===== config.mk =====
export PLATFORM = sky130hd
export DESIGN_NAME = gqi_ctrl
export DESIGN_NICKNAME = d
export VERILOG_FILES = /design/src/hdl/gqi_pkg.sv /design/src/hdl/gqi_ctrl.sv
export VERILOG_INCLUDE_DIRS = /design/src /design/src/hdl
export SDC_FILE = /design/constraint.sdc
export NUM_CORES = 1
export LEC_CHECK = 0
export BUFFER_PORTS_ARGS = -buffer_cell sky130_fd_sc_hd__buf_2
export CAP_MARGIN = 10
export CORE_UTILIZATION = 51
export DETAILED_ROUTE_END_ITERATION = 10
export PLACE_DENSITY_LB_ADDON = 0.1
export SLEW_MARGIN = 5
export SYNTH_ARGS = -nofsm -noshare
export SYNTH_HDL_FRONTEND = slang
export SYNTH_SLANG_ARGS = --single-unit

===== constraint.sdc =====
create_clock -name clk -period 2 [get_ports clk]
set_input_delay 0.3 -clock clk [delete_from_list [all_inputs] [get_ports clk]]
set_output_delay 0.3 -clock clk [all_outputs]
set_load 0.02 [all_outputs]

===== src/hdl/gyro_quaternion_integrator_assert.svh =====
// Assertion macros shared by the gyro quaternion integrator RTL.
// Define ASSERT_OFF to compile every check out.
`ifndef GYRO_QUATERNION_INTEGRATOR_ASSERT_SVH
`define GYRO_QUATERNION_INTEGRATOR_ASSERT_SVH
`ifndef ASSERT_OFF
// Check a property on every rising edge outside reset.
`define GQI_ASSERT(lbl, clk, rst_n, prop) \
  lbl: assert property (@(posedge clk) disable iff (!rst_n) prop) \
    else $error("gqi assertion failed");
// Check that a condition never holds outside reset.
`define GQI_ASSERT_NEVER(lbl, clk, rst_n, cond) \
  lbl: assert property (@(posedge clk) disable iff (!rst_n) !(cond)) \
    else $error("gqi forbidden condition seen");
`else
`define GQI_ASSERT(lbl, clk, rst_n, prop)
`define GQI_ASSERT_NEVER(lbl, clk, rst_n, cond)
`endif
`endif


===== src/hdl/gqi_pkg.sv =====
// Types, constants and the Hamilton product term table of the gyro integrator.
// No dependencies; used by gqi_ctrl, gqi_datapath and the top level.
package gqi_pkg;

  // Opcodes of an input word
  localparam logic [1:0] OP_INTEG    = 2'd0;
  localparam logic [1:0] OP_LOAD_INT = 2'd1;
  localparam logic [1:0] OP_LOAD     = 2'd2;
  localparam logic [1:0] OP_NONE     = 2'd3;

  // Configuration register indexes
  localparam logic REG_MODE = 1'b0;
  localparam logic REG_STEP = 1'b1;

  localparam int CFG_W = 24;

  localparam logic signed [31:0] ONE_Q30    = 32'sh4000_0000;
  localparam logic [23:0]        STEP_RESET = 24'd16777;

  typedef struct packed {
    logic [1:0]         opcode;
    logic signed [23:0] rate_x;
    logic signed [23:0] rate_y;
    logic signed [23:0] rate_z;
    logic signed [31:0] load_w;
    logic signed [31:0] load_x;
    logic signed [31:0] load_y;
    logic signed [31:0] load_z;
  } in_word_t;

  typedef struct packed {
    logic signed [31:0] quat_w;
    logic signed [31:0] quat_x;
    logic signed [31:0] quat_y;
    logic signed [31:0] quat_z;
    logic               norm_was_zero;
  } out_word_t;

  typedef enum logic [4:0] {
    S_IDLE, S_LOAD, S_DQ_MUL, S_DQ_ACC, S_DQ_FIN, S_INC_MH, S_INC_AH, S_INC_AL,
    S_INC_FIN, S_ORP, S_ZCHK, S_LZ, S_SHF, S_SQM, S_SQA, S_SQRT_INIT, S_SQRT,
    S_DIV_INIT, S_DIV, S_DIV_FIN, S_DONE
  } state_t;

  typedef enum logic [1:0] {MUL_RATE, MUL_STH, MUL_STL, MUL_SQ} mul_sel_t;

  typedef enum logic [2:0] {ACC_HOLD, ACC_CLEAR, ACC_ADD, ACC_SUB, ACC_ADD_SH16} acc_op_t;

  typedef struct packed {
    logic [1:0] qidx;
    logic [1:0] ridx;
    logic       neg;
  } term_t;

  typedef struct packed {
    logic       load_q;
    mul_sel_t   mul_sel;
    logic       mul_en;
    acc_op_t    acc_op;
    logic [1:0] comp;
    logic [1:0] term;
    logic       dq_fin;
    logic       p_fin;
    logic       or_acc;
    logic       set_ident;
    logic       zflag_clr;
    logic       lz_init;
    logic       lz_step;
    logic       len_set;
    logic       shf;
    logic       sq_clr;
    logic       sq_add;
    logic       sqrt_init;
    logic       sqrt_step;
    logic [4:0] iter;
    logic       div_init;
    logic       div_step;
    logic       div_fin;
    logic       out_load;
  } cmd_t;

  typedef struct packed {
    logic mor_zero;
    logic lz_top_zero;
    logic out_free;
  } status_t;

  // Terms of q (x) (0, v): quaternion index, rate index, subtract
  function automatic term_t dq_term(logic [1:0] comp, logic [1:0] term);
    term_t t;
    t = '0;
    unique case ({comp, term})
      4'h0: t = '{qidx: 2'd1, ridx: 2'd0, neg: 1'b1};
      4'h1: t = '{qidx: 2'd2, ridx: 2'd1, neg: 1'b1};
      4'h2: t = '{qidx: 2'd3, ridx: 2'd2, neg: 1'b1};
      4'h4: t = '{qidx: 2'd0, ridx: 2'd0, neg: 1'b0};
      4'h5: t = '{qidx: 2'd2, ridx: 2'd2, neg: 1'b0};
      4'h6: t = '{qidx: 2'd3, ridx: 2'd1, neg: 1'b1};
      4'h8: t = '{qidx: 2'd0, ridx: 2'd1, neg: 1'b0};
      4'h9: t = '{qidx: 2'd1, ridx: 2'd2, neg: 1'b1};
      4'hA: t = '{qidx: 2'd3, ridx: 2'd0, neg: 1'b0};
      4'hC: t = '{qidx: 2'd0, ridx: 2'd2, neg: 1'b0};
      4'hD: t = '{qidx: 2'd1, ridx: 2'd1, neg: 1'b0};
      4'hE: t = '{qidx: 2'd2, ridx: 2'd0, neg: 1'b1};
      default: t = '0;
    endcase
    return t;
  endfunction

endpackage


===== src/hdl/gqi_ctrl.sv =====
// Sequencer of the gyro integrator: walks each word through the datapath.
// Uses gqi_pkg and the assertion macros; commands gqi_datapath.
`include "gyro_quaternion_integrator_assert.svh"
module gqi_ctrl (
  input  logic             clk,
  input  logic             rst_n,
  input  logic             in_valid,
  input  logic [1:0]       in_opcode,
  output logic             in_stall,
  output logic             in_capture,
  input  gqi_pkg::status_t stat,
  output gqi_pkg::cmd_t    cmd
);

  gqi_pkg::state_t state_r, state_nxt;
  logic [1:0]      op_r, op_nxt;
  logic [1:0]      ci_r, ci_nxt;
  logic [1:0]      ct_r, ct_nxt;
  logic [4:0]      cnt_r, cnt_nxt;
  gqi_pkg::term_t  term;

  // State register
  always_ff @(posedge clk) begin
    if (!rst_n) begin
      state_r <= gqi_pkg::S_IDLE;
      op_r    <= gqi_pkg::OP_INTEG;
      ci_r    <= '0;
      ct_r    <= '0;
      cnt_r   <= '0;
    end else begin
      state_r <= state_nxt;
      op_r    <= op_nxt;
      ci_r    <= ci_nxt;
      ct_r    <= ct_nxt;
      cnt_r   <= cnt_nxt;
    end
  end

  // Next state and commands
  always_comb begin
    state_nxt   = state_r;
    op_nxt      = op_r;
    ci_nxt      = ci_r;
    ct_nxt      = ct_r;
    cnt_nxt     = cnt_r;
    term        = gqi_pkg::dq_term(ci_r, ct_r);
    in_stall    = 1'b1;
    in_capture  = 1'b0;
    cmd         = '0;
    cmd.mul_sel = gqi_pkg::MUL_SQ;
    cmd.acc_op  = gqi_pkg::ACC_HOLD;
    cmd.comp    = ci_r;
    cmd.term    = ct_r;
    cmd.iter    = cnt_r;
    unique case (state_r)
      gqi_pkg::S_IDLE: begin
        in_stall = 1'b0;
        if (in_valid) begin
          in_capture = 1'b1;
          op_nxt     = in_opcode;
          ci_nxt     = '0;
          ct_nxt     = '0;
          unique case (in_opcode)
            gqi_pkg::OP_INTEG:    state_nxt = gqi_pkg::S_DQ_MUL;
            gqi_pkg::OP_LOAD_INT: state_nxt = gqi_pkg::S_LOAD;
            gqi_pkg::OP_LOAD:     state_nxt = gqi_pkg::S_LOAD;
            gqi_pkg::OP_NONE:     state_nxt = gqi_pkg::S_IDLE;
            default:              state_nxt = gqi_pkg::S_IDLE;
          endcase
        end
      end
      gqi_pkg::S_LOAD: begin
        cmd.load_q    = 1'b1;
        cmd.zflag_clr = 1'b1;
        state_nxt = (op_r == gqi_pkg::OP_LOAD) ? gqi_pkg::S_DONE : gqi_pkg::S_DQ_MUL;
      end
      // Rate of change: three signed products per component
      gqi_pkg::S_DQ_MUL: begin
        cmd.mul_sel = gqi_pkg::MUL_RATE;
        cmd.mul_en  = 1'b1;
        cmd.acc_op  = (ct_r == 2'd0) ? gqi_pkg::ACC_CLEAR : gqi_pkg::ACC_HOLD;
        state_nxt   = gqi_pkg::S_DQ_ACC;
      end
      gqi_pkg::S_DQ_ACC: begin
        cmd.acc_op = term.neg ? gqi_pkg::ACC_SUB : gqi_pkg::ACC_ADD;
        if (ct_r == 2'd2) begin
          ct_nxt    = '0;
          state_nxt = gqi_pkg::S_DQ_FIN;
        end else begin
          ct_nxt    = ct_r + 2'd1;
          state_nxt = gqi_pkg::S_DQ_MUL;
        end
      end
      gqi_pkg::S_DQ_FIN: begin
        cmd.dq_fin = 1'b1;
        state_nxt  = gqi_pkg::S_INC_MH;
      end
      // Increment: step time times sum, split in two partial products
      gqi_pkg::S_INC_MH: begin
        cmd.mul_sel = gqi_pkg::MUL_STH;
        cmd.mul_en  = 1'b1;
        cmd.acc_op  = gqi_pkg::ACC_CLEAR;
        state_nxt   = gqi_pkg::S_INC_AH;
      end
      gqi_pkg::S_INC_AH: begin
        cmd.mul_sel = gqi_pkg::MUL_STL;
        cmd.mul_en  = 1'b1;
        cmd.acc_op  = gqi_pkg::ACC_ADD_SH16;
        state_nxt   = gqi_pkg::S_INC_AL;
      end
      gqi_pkg::S_INC_AL: begin
        cmd.acc_op = gqi_pkg::ACC_ADD;
        state_nxt  = gqi_pkg::S_INC_FIN;
      end
      gqi_pkg::S_INC_FIN: begin
        cmd.p_fin = 1'b1;
        state_nxt = gqi_pkg::S_ORP;
      end
      gqi_pkg::S_ORP: begin
        cmd.or_acc = 1'b1;
        if (ci_r == 2'd3) begin
          ci_nxt    = '0;
          state_nxt = gqi_pkg::S_ZCHK;
        end else begin
          ci_nxt    = ci_r + 2'd1;
          state_nxt = gqi_pkg::S_DQ_MUL;
        end
      end
      gqi_pkg::S_ZCHK: begin
        if (stat.mor_zero) begin
          cmd.set_ident = 1'b1;
          state_nxt     = gqi_pkg::S_DONE;
        end else begin
          cmd.lz_init   = 1'b1;
          cmd.zflag_clr = 1'b1;
          state_nxt     = gqi_pkg::S_LZ;
        end
      end
      gqi_pkg::S_LZ: begin
        if (stat.lz_top_zero) begin
          cmd.lz_step = 1'b1;
        end else begin
          cmd.len_set = 1'b1;
          cmd.sq_clr  = 1'b1;
          ci_nxt      = '0;
          state_nxt   = gqi_pkg::S_SHF;
        end
      end
      // Normalize each component and sum the squares
      gqi_pkg::S_SHF: begin
        cmd.shf   = 1'b1;
        state_nxt = gqi_pkg::S_SQM;
      end
      gqi_pkg::S_SQM: begin
        cmd.mul_sel = gqi_pkg::MUL_SQ;
        cmd.mul_en  = 1'b1;
        state_nxt   = gqi_pkg::S_SQA;
      end
      gqi_pkg::S_SQA: begin
        cmd.sq_add = 1'b1;
        if (ci_r == 2'd3) begin
          ci_nxt    = '0;
          state_nxt = gqi_pkg::S_SQRT_INIT;
        end else begin
          ci_nxt    = ci_r + 2'd1;
          state_nxt = gqi_pkg::S_SHF;
        end
      end
      gqi_pkg::S_SQRT_INIT: begin
        cmd.sqrt_init = 1'b1;
        cnt_nxt       = '0;
        state_nxt     = gqi_pkg::S_SQRT;
      end
      gqi_pkg::S_SQRT: begin
        cmd.sqrt_step = 1'b1;
        cnt_nxt       = cnt_r + 5'd1;
        if (cnt_r == 5'd31) begin
          state_nxt = gqi_pkg::S_DIV_INIT;
        end
      end
      // Divide each component by the norm
      gqi_pkg::S_DIV_INIT: begin
        cmd.div_init = 1'b1;
        cnt_nxt      = '0;
        state_nxt    = gqi_pkg::S_DIV;
      end
      gqi_pkg::S_DIV: begin
        cmd.div_step = 1'b1;
        cnt_nxt      = cnt_r + 5'd1;
        if (cnt_r == 5'd31) begin
          state_nxt = gqi_pkg::S_DIV_FIN;
        end
      end
      gqi_pkg::S_DIV_FIN: begin
        cmd.div_fin = 1'b1;
        if (ci_r == 2'd3) begin
          ci_nxt    = '0;
          state_nxt = gqi_pkg::S_DONE;
        end else begin
          ci_nxt    = ci_r + 2'd1;
          state_nxt = gqi_pkg::S_DIV_INIT;
        end
      end
      // Hand the word to the output register once it is free
      gqi_pkg::S_DONE: begin
        if (stat.out_free) begin
          cmd.out_load = 1'b1;
          state_nxt    = gqi_pkg::S_IDLE;
        end
      end
      default: state_nxt = gqi_pkg::S_IDLE;
    endcase
  end

  `GQI_ASSERT(a_drop_unused, clk, rst_n, (in_valid && !in_stall && in_opcode == gqi_pkg::OP_NONE) |=> (state_r == gqi_pkg::S_IDLE))
  `GQI_ASSERT(a_div_comp_stable, clk, rst_n, (state_r == gqi_pkg::S_DIV && $past(state_r) == gqi_pkg::S_DIV) |-> $stable(ci_r))
  `GQI_ASSERT(a_done_leaves, clk, rst_n, (state_r == gqi_pkg::S_DONE && stat.out_free) |=> (state_r == gqi_pkg::S_IDLE))
  `GQI_ASSERT_NEVER(a_zchk_first_comp, clk, rst_n, state_r == gqi_pkg::S_ZCHK && ci_r != 2'd0)

endmodule


==> Word level (Yosys, flattened, before mapping) <==
Memory sizes are Yosys's and may differ from the RTL's.
Cells that the tools add are included.
{ "classes": {"addsub": 3, "eq_ne": 32, "muxes": 49, "reduce_logical": 14} }
{ "op_table": {"columns": ["op", "n"], "rows": [
  ["$pmux W5 S21", 1],
  ["$eq A5 B4 Y1 const B", 8],
  ["$mux W5", 7],
  ["$eq A5 B5 Y1 const B", 6],
  ["$mux W1", 24],
  ["$eq A5 B3 Y1 const B", 4],
  ["$pmux W3 S5", 1],
  ["$pmux W5 S3", 1],
  ["$mux W2", 7],
  ["$pmux W3 S4", 1],
  ["$eq A2 B2 Y1 const B", 5],
  ["$eq A5 B2 Y1 const B", 2],
  ["$ne A2 B2 Y1 const B", 5],
  ["$pmux W5 S2", 1],
  ["$mux W3", 2],
  ["$pmux W2 S3", 1],
  ["$reduce_or A2 Y1", 3],
  ["$add A5 B1 Y5 const B", 1],
  ["$eq A5 B1 Y1 const B", 1],
  ["$logic_not A5 Y1", 1],
  ["$reduce_and A5 Y1", 1],
  ["$add A2 B1 Y2 const B", 2],
  ["$logic_not A2 Y1", 2],
  ["$mux W4", 1],
  ["8 further kinds", 10]
]} }
{ "word_totals": {"register_bits": 16, "romBits": 80, "input_bits": 8, "output_inout_bits": 35, "word_cells": 104, "n_memories": 1} }
{ "memory_table": {"columns": ["memory", "words", "word_bits", "rd", "rd_ports_with_merged_regs", "write_ports", "line", "source"], "rows": [
  ["(name not given)", 16, 5, 1, 0, 0, "gqi_pkg.sv:92", "unique case ({comp, term})"]
]} }

==> Depth between registers and ports, before layout <==
Gate-level depths: netlist (run 1).
{ "depth": {"word_depth": 5, "depth_mapped": 7, "ltp_nobuf": 7} }

==> Worst setup path after synthesis (run 1) <==
Ideal clock, no wire load.
{ "synth_timing": {"path_kind": "register to output", "start": "register state_r[0]", "end": "output port cmd[26] (netlist bit)", "arrival_time_ps": 1631, "required_ps": 1700, "setup_slack_ps": 69, "stages_incl_launch_ff": 7, "n_path_buf": 3, "path_cell_list": "dfxtp_1 buf_2 buf_2 buf_2 o311a_1 o21ai_0 a21boi_0"} }
{ "synth_rtl": {"columns": ["item", "line", "source"], "rows": [
  ["start: declaration", "gqi_ctrl.sv:15", "gqi_pkg::state_t state_r, state_nxt;"],
  ["start signal: assignment", "gqi_ctrl.sv:25", "state_r <= gqi_pkg::S_IDLE;"],
  ["start signal: assignment", "gqi_ctrl.sv:31", "state_r <= state_nxt;"],
  ["end: declaration", "gqi_ctrl.sv:12", "output gqi_pkg::cmd_t cmd"]
]} }

==> Final worst setup path (run 1) <==
{ "layout_timing": {"start": "register state_r[4]", "end": "output port in_stall"} }
{ "layout_via": {"elab_chain_cells": 2} }
{ "layout_lines": {"columns": ["item", "line", "source"], "rows": [
  ["$logic_not A5 Y1", "gqi_ctrl.sv:55", "unique case (state_r)"],
  ["$mux W1", "gqi_ctrl.sv:55", null],
  ["end: declaration", "gqi_ctrl.sv:9", "output logic in_stall,"]
]} }
Every way passes these cells.

==> impl_metrics.py, run 1 <==
metrics = {
    "run_status": {
        "status": "completed",
    },
    "setup_path": {
        "rr_endpoint": "state_r[1]$_SDFFE_PN0P_",
        "r2r-start": "state_r[3]$_SDFFE_PN0P_",
        "cp_data_arrival_time_ns": 1.66,
        "critical_path.slowest_cell": "or3_4",
        "crit_fanout": 15,
        "r2r_slack_ns": 0.20,
        "start_kind": "flop",
        "cp_cell_sequence": "or3_4 > nor3_4 > buf_4 > inv_1 > buf_2",
        "slowest_delay_ns": 0.42,
        "r2r_cells": 6,
        "critical_path_class": "reg -> out",
        "required_ns": 1.70,
        "end_kind": "output pin",
    },
    "placement": {
        "placed_cells": 251,
        "io_buffers": 42,
        "place_congestion": 0.887,
        "hpwl_um": 2820,
    },
    "route": {
        "num_vias": 1540,
        "wl_per_cell_um": 15.3,
        "drt.antenna.violating_nets": 0,
        "drt_iter0_markers": 56,
        "drc_errors": 0,
        "viasPerCell": 5.99,
        "drt-total-wl_um": 3940,
        "firstDrtPassIters": 4,
    },
    "sta": {
        "hold_violations": 0,
        "period_needed_ns": 1.96,
        "fin_skew_ns": 0.000630,
        "max_freq_ghz": 0.511,
        "period_share": 0.978,
        "max_slew_margin": 0.684,
        "slew_violations": 0,
        "worst_pin_slew_ns": 0.472,
        "hold_ws_ns": 0.278,
        "setup_violations": 0,
    },
    "cts": {
        "cts.sinks": 16,
        "cts-root-buf": "clkbuf_4",
        "cts_buffers": 3,
        "clk_latency_ns": 0.30,
        "htreeDepth": 1,
        "tritoncts": "done",
        "postCtsHoldBufs": 0,
        "cts_max_path_buffers": 2,
        "clk_pin_slew_ns": 0.10,
    },
    "synthesis": {
        "synth-seq-cells": 16,
        "synthesis.instances": 185,
        "yosysWarnings": 0,
        "synth_ff_type": "dfxtp_1",
        "yosysTopAreaCell": "dfxtp_1",
        "seq_area_frac_synth": 0.238,
        "synth-edff-count": 0,
        "syn_avg_cell_area_um2": 7.26,
        "synth_top_area_frac": 0.238,
        "ys_top_cells_by_area": "dfxtp_1, nor2_1, nor2b_1",
        "synth_area_um2": 1340,
        "synth_cell_types": 47,
        "synth_nets": 197,
        "async_flop_share": 0,
    },
    "grt": {
        "antenna_found_initial": 0,
        "use_met2": 0.479,
        "grt_pass1_vias": 1315,
        "grt_pass1_wl_um": 6180,
        "grt_util_met1": 0.390,
        "grt-ovfl-total": 0,
        "grt_use_met3": 0.0603,
        "grt-busiest-layer": "met2",
        "grt_max_degree": 27,
        "grt_usage": 0.301,
    },
    "floorplan": {
        "rows": 18,
        "die_h_um": 53.3,
        "start_util": 0.542,
        "coreArea_um2": 2480,
        "ios": 43,
        "fp.dieArea_um2": 2840,
        "die_w_um": 53.3,
    },
    "final_layout": {
        "multi_input_area_um2": 946,
        "area_growth_pct": 25.0,
        "drive_above_1_share": 0.330,
        "fin_cells": 257,
        "diodes": 0,
        "register_area_um2": 329,
        "fin_nets": 241,
        "num-fill-cells": 242,
    },
    "power": {
        "total_power_mw": 1.05,
        "p_leak_nw": 0.771,
        "pwr_density_cell_nw_per_um2": 625,
        "peakVddDrop_uv": 409,
    },
    "min_path": {
        "holdPathStages": 3,
        "hold_end": "op_r[0]$_SDFFE_PN0P_",
        "hold_start": "in_opcode[0]",
        "hold_class": "in -> reg",
    },
    "job": {
        "maxCapViolations": 0,
    },
}
## flip-flops by register name (all words and copies together) (netlist names)
name and count:
cnt_r 5, state_r 5, ci_r 2, ct_r 2, op_r 2
## cells in the mapped netlist, types with 3 or more instances
master    instances
nand2_1          14
buf_2            11
a211oi_1          3
or3b_2            3
inv_1             8
nor2b_1          10
a21boi_0          3
o21ai_0           6
o21bai_1          3
and3_1            3
nor3b_1           4
nand3_1           7
mux2i_1           3
nor2_1           20
nand2b_1          5
dfxtp_1          16
a21oi_1          12
nand3b_1          3
nor3_1           11
ha_1              4
## cells in the final DEF (no fill, tap or decap), types with 4 or more instances in the layout
master / count
nand2b_1: 5
inv_1: 8
nor3_1: 10
buf_4: 10
a21oi_1: 12
nor2b_1: 10
nor3b_1: 4
ha_1: 4
buf_2: 41
dfxtp_1: 11
nor2_1: 19
dfxtp_2: 4
nand2_1: 14
o21ai_0: 6
nand3_1: 7
## area by class of cell
type	instances	share of cell area
tap	30	0.0224
clock buffer	3	0.0134
sequential	16	0.196
inverter	8	0.0179
timing repair buffer	54	0.187
multi-input combinational	146	0.563
## cells by family after synthesis
kind of cell	count (synthesis)	share of synthesized area
and+or+nand+nor	88	0.358
AOI/OAI and AO/OA	51	0.267
buffers and inverters	23	0.0773
muxes	3	0.0223
DFF	16	0.238
adders and majority gates	4	0.0372
## worst max-delay path by stage
stage                             from                    to  slack, ns  cells past startpoint
2_1_floorplan  state_r[0]$_SDFFE_PN0P_               cmd[26]       0.07                      6
3_3_place_gp   state_r[4]$_SDFFE_PN0P_  ci_r[0]$_SDFFE_PN0P_       0.14                      5
3_5_place_dp   state_r[4]$_SDFFE_PN0P_  ct_r[1]$_SDFFE_PN0P_       0.11                      6
4_1_cts        state_r[4]$_SDFFE_PN0P_            in_capture     -0.008                      5
5_1_grt        state_r[4]$_SDFFE_PN0P_              in_stall     -0.002                      5
6_report       state_r[4]$_SDFFE_PN0P_              in_stall       0.04                      5
## layer usage
| layer | vias up | wire length, um |
|---|---|---|
| met4 | 0 | 85 |
| met1 | 709 | 1630 |
| met5 | - | 0 |
| met2 | 66 | 1970 |
| li1 | 753 | - |
| met3 | 12 | 250 |
## repair_timing
action                     4_1_cts  5_1_grt
gates resized for setup          6       11
pin swaps                        1        1
buffers inserted                 3        0
setup endpoints to repair        9       11
hold endpoints to repair         0        0
## worst max-delay path: cells and delay by family, from the launching register on
kind                   cells  cell delay [ns]
and+or+nand+nor            2             0.62
DFF                        1             0.41
buffers and inverters      3             0.32
## stage by stage
step                      setup slack, ns  cell area, um^2   util  setup TNS (ns)
after floorplan                    0.0689             1340      -               0
after global placement              0.136             1590  0.640               0
after detailed placement            0.108             1590  0.640               0
after CTS                        -0.00765             1650  0.665        -0.00765
after global routing             -0.00166             1680  0.678        -0.00166
final                              0.0449             1680  0.678               0
## power breakdown
group	switching, mW	internal, mW
Clock	0.119	0.0704
Sequential	0.0207	0.335
Combinational	0.287	0.217
(Power assumes the default switching activity.)
==> run 2: changes to the inputs <==
--- a/config.mk
+++ b/config.mk
@@ -8,8 +8,10 @@
 export LEC_CHECK = 0
 export BUFFER_PORTS_ARGS = -buffer_cell sky130_fd_sc_hd__buf_2
 export CAP_MARGIN = 10
+export CORE_MARGIN = 1
 export CORE_UTILIZATION = 51
 export DETAILED_ROUTE_END_ITERATION = 10
+export GPL_TIMING_DRIVEN = 0
 export PLACE_DENSITY_LB_ADDON = 0.1
 export SLEW_MARGIN = 5
 export SYNTH_ARGS = -nofsm -noshare
==> constraint.sdc (replaced) <==
create_clock -name clk -period 1.8 [get_ports clk]
set_input_delay 0.27 -clock clk [delete_from_list [all_inputs] [get_ports clk]]
set_output_delay 0.27 -clock clk [all_outputs]
set_load 0.02 [all_outputs]
==> run 2 against run 1 <==
Effect of this change: the run now ends with setup timing left; setup slack lost 0.14 ns; global-route usage up 3.1 points; flip-flop and latch count unchanged; clock power is 31% higher; combinational power is 64% higher; first-iteration DRC count is 100% higher; utilization grew 18 points; via count increased by 18%; worst hold slack got worse by 0.0023 ns; critical endpoint is now cmd[18]; largest cell class unchanged.
==> impl_metrics.py, run 2 (synthesis gave the netlist of run 1 again) <==
metrics = {
    "run_status": {
        "status": "finished with violations",
        "violations": "setup timing",
    },
    "sta": {
        "rsz0062_at_grt": "true",
        "layout_setup_ws_ns": -0.0942,
        "hold_violations": 0,
        "max_slew_margin": 0.662,
        "hold_ws_ns": 0.276,
        "period_share": 1.05,
        "worst_pin_slew_ns": 0.494,
        "period_needed_ns": 1.89,
        "setup_violations": 9,
        "fin_skew_ns": 0.00962,
        "setup_tns_ns": -0.378,
        "slew_violations": 0,
        "max_freq_ghz": 0.528,
    },
    "grt": {
        "antenna_found_initial": 0,
        "grt_max_degree": 11,
        "grt_pass1_vias": 1486,
        "grt_pass1_wl_um": 6730,
        "grt_usage": 0.332,
        "grt-ovfl-total": 0,
    },
    "cts": {
        "cts.sinks": 16,
        "cts-root-buf": "clkbuf_4",
        "tritoncts": "done",
        "htreeDepth": 1,
        "cts_max_path_buffers": 2,
        "clk_latency_ns": 0.30,
        "clk_pin_slew_ns": 0.10,
        "cts_buffers": 3,
    },
    "power": {
        "pwr_density_cell_nw_per_um2": 695,
        "p_leak_nw": 0.938,
        "peakVddDrop_uv": 859,
    },
    "route": {
        "viasPerCell": 6.47,
        "drt-total-wl_um": 5290,
        "firstDrtPassIters": 6,
        "wl_per_cell_um": 18.9,
        "num_vias": 1812,
        "drt.antenna.violating_nets": 0,
        "drt_iter0_markers": 112,
        "drc_errors": 0,
    },
    "final_layout": {
        "register_area_um2": 343,
        "fin_nets": 263,
        "fin_cells": 280,
        "final_common_cell": "buf_4",
        "final_cell_mix": "buf_4, buf_2, buf_6, nor2_1, nand2_1",
        "reg_top3": "cnt_r x5, state_r x5",
        "num-fill-cells": 130,
        "diodes": 0,
        "multi_input_area_um2": 1050,
        "area_growth_pct": 58.0,
        "drive_above_1_share": 0.492,
    },
    "floorplan": {
        "start_util": 0.542,
        "die_w_um": 53.3,
        "ios": 43,
        "die_h_um": 53.3,
        "coreArea_um2": 2480,
        "fp.dieArea_um2": 2840,
        "rows": 18,
    },
    "min_path": {
        "hold_class": "in -> reg",
        "hold_start": "in_opcode[0]",
    },
    "placement": {
        "dp_slack_ns": -0.115,
        "placed_cells": 257,
        "io_buffers": 42,
        "place_congestion": 0.955,
        "hpwl_um": 2880,
    },
    "setup_path": {
        "start_kind": "flop",
        "r2r-start": "state_r[0]$_SDFFE_PN0P_",
        "critical_path_class": "reg -> out",
        "end_kind": "output pin",
        "required_ns": 1.53,
        "r2r_slack_ns": 0,
        "cp_data_arrival_time_ns": 1.62,
        "crit_fanout": 6,
        "critPathLaunch": "state_r[0]$_SDFFE_PN0P_",
    },
    "job": {
        "maxCapViolations": 0,
    },
}
## run 2: cell types whose count changed in the layout (fill, tap and decap cells not counted), moves of 3 or more
cell,previous run,this run
nor3_1,10,6
dfxtp_4,1,5
buf_4,10,27
buf_2,41,24
nor2_1,19,15
buf_8,0,4
nor3b_2,0,3
o21ai_1,2,5
o21ai_0,6,3
nor3b_1,4,1
dfxtp_1,11,8
buf_6,3,18
## run 2: critical path, stage by stage, from the launching register on
cell and delay [ns]:
dfxtp_2 0.36, buf_6 0.13, buf_4 0.16, nor3b_2 0.22, and3_1 0.26, buf_2 0.19
## run 2: metal layers
metal  track usage  wire length (um)  part of all wire  vias to the layer above
met3        0.0374               568              0.11                       36
met1         0.409              1930              0.36                      840
met4         0.123               212             0.040                        0
li1              -                 -                 -                      800
met2         0.581              2580              0.49                      136
met5             0                 0                 0                        -
## run 2: worst paths after layout
check,endpoint,cells past startpoint
max,cmd[18],5
min,op_r[0]$_SDFFE_PN0P_,3
max reg2reg,state_r[0]$_SDFFE_PN0P_,6
min reg2reg,cnt_r[2]$_SDFFE_PN0P_,2
## run 2: what timing repair did
action	CTS	global route
hold buffers	0	0
endpoints found under the setup margin	25	31
resized for setup	54	58
pin swaps	6	16
buffers inserted	14	6
cloned	0	1
## run 2: per-stage QoR
| stage | util | cell area (um^2) | power, mW |
|---|---|---|---|
| 2_1_floorplan | - | 1350 | 0.749 |
| 3_3_place_gp | 0.644 | 1600 | 0.875 |
| 3_5_place_dp | 0.644 | 1600 | 0.883 |
| 4_1_cts | 0.759 | 1880 | 1.36 |
| 5_1_grt | 0.857 | 2120 | 1.55 |
| 6_report | 0.857 | 2120 | 1.48 |
## run 2: power breakdown
part	switching, mW	leakage, nW	internal (mW)
Sequential	0.0287	0.135	0.372
Combinational	0.434	0.782	0.394
Clock	0.125	0.0210	0.124
Total	0.587	0.938	0.889
## run 2: cell type report
| class | instances | area share |
|---|---|---|
| buffer | 14 | 0.0742 |
| sequential | 16 | 0.161 |
| tap | 30 | 0.0177 |
| timing repair buffer | 62 | 0.219 |
| multi-input combinational | 146 | 0.497 |
| clock buffer | 4 | 0.0171 |
| inverter | 8 | 0.0141 |
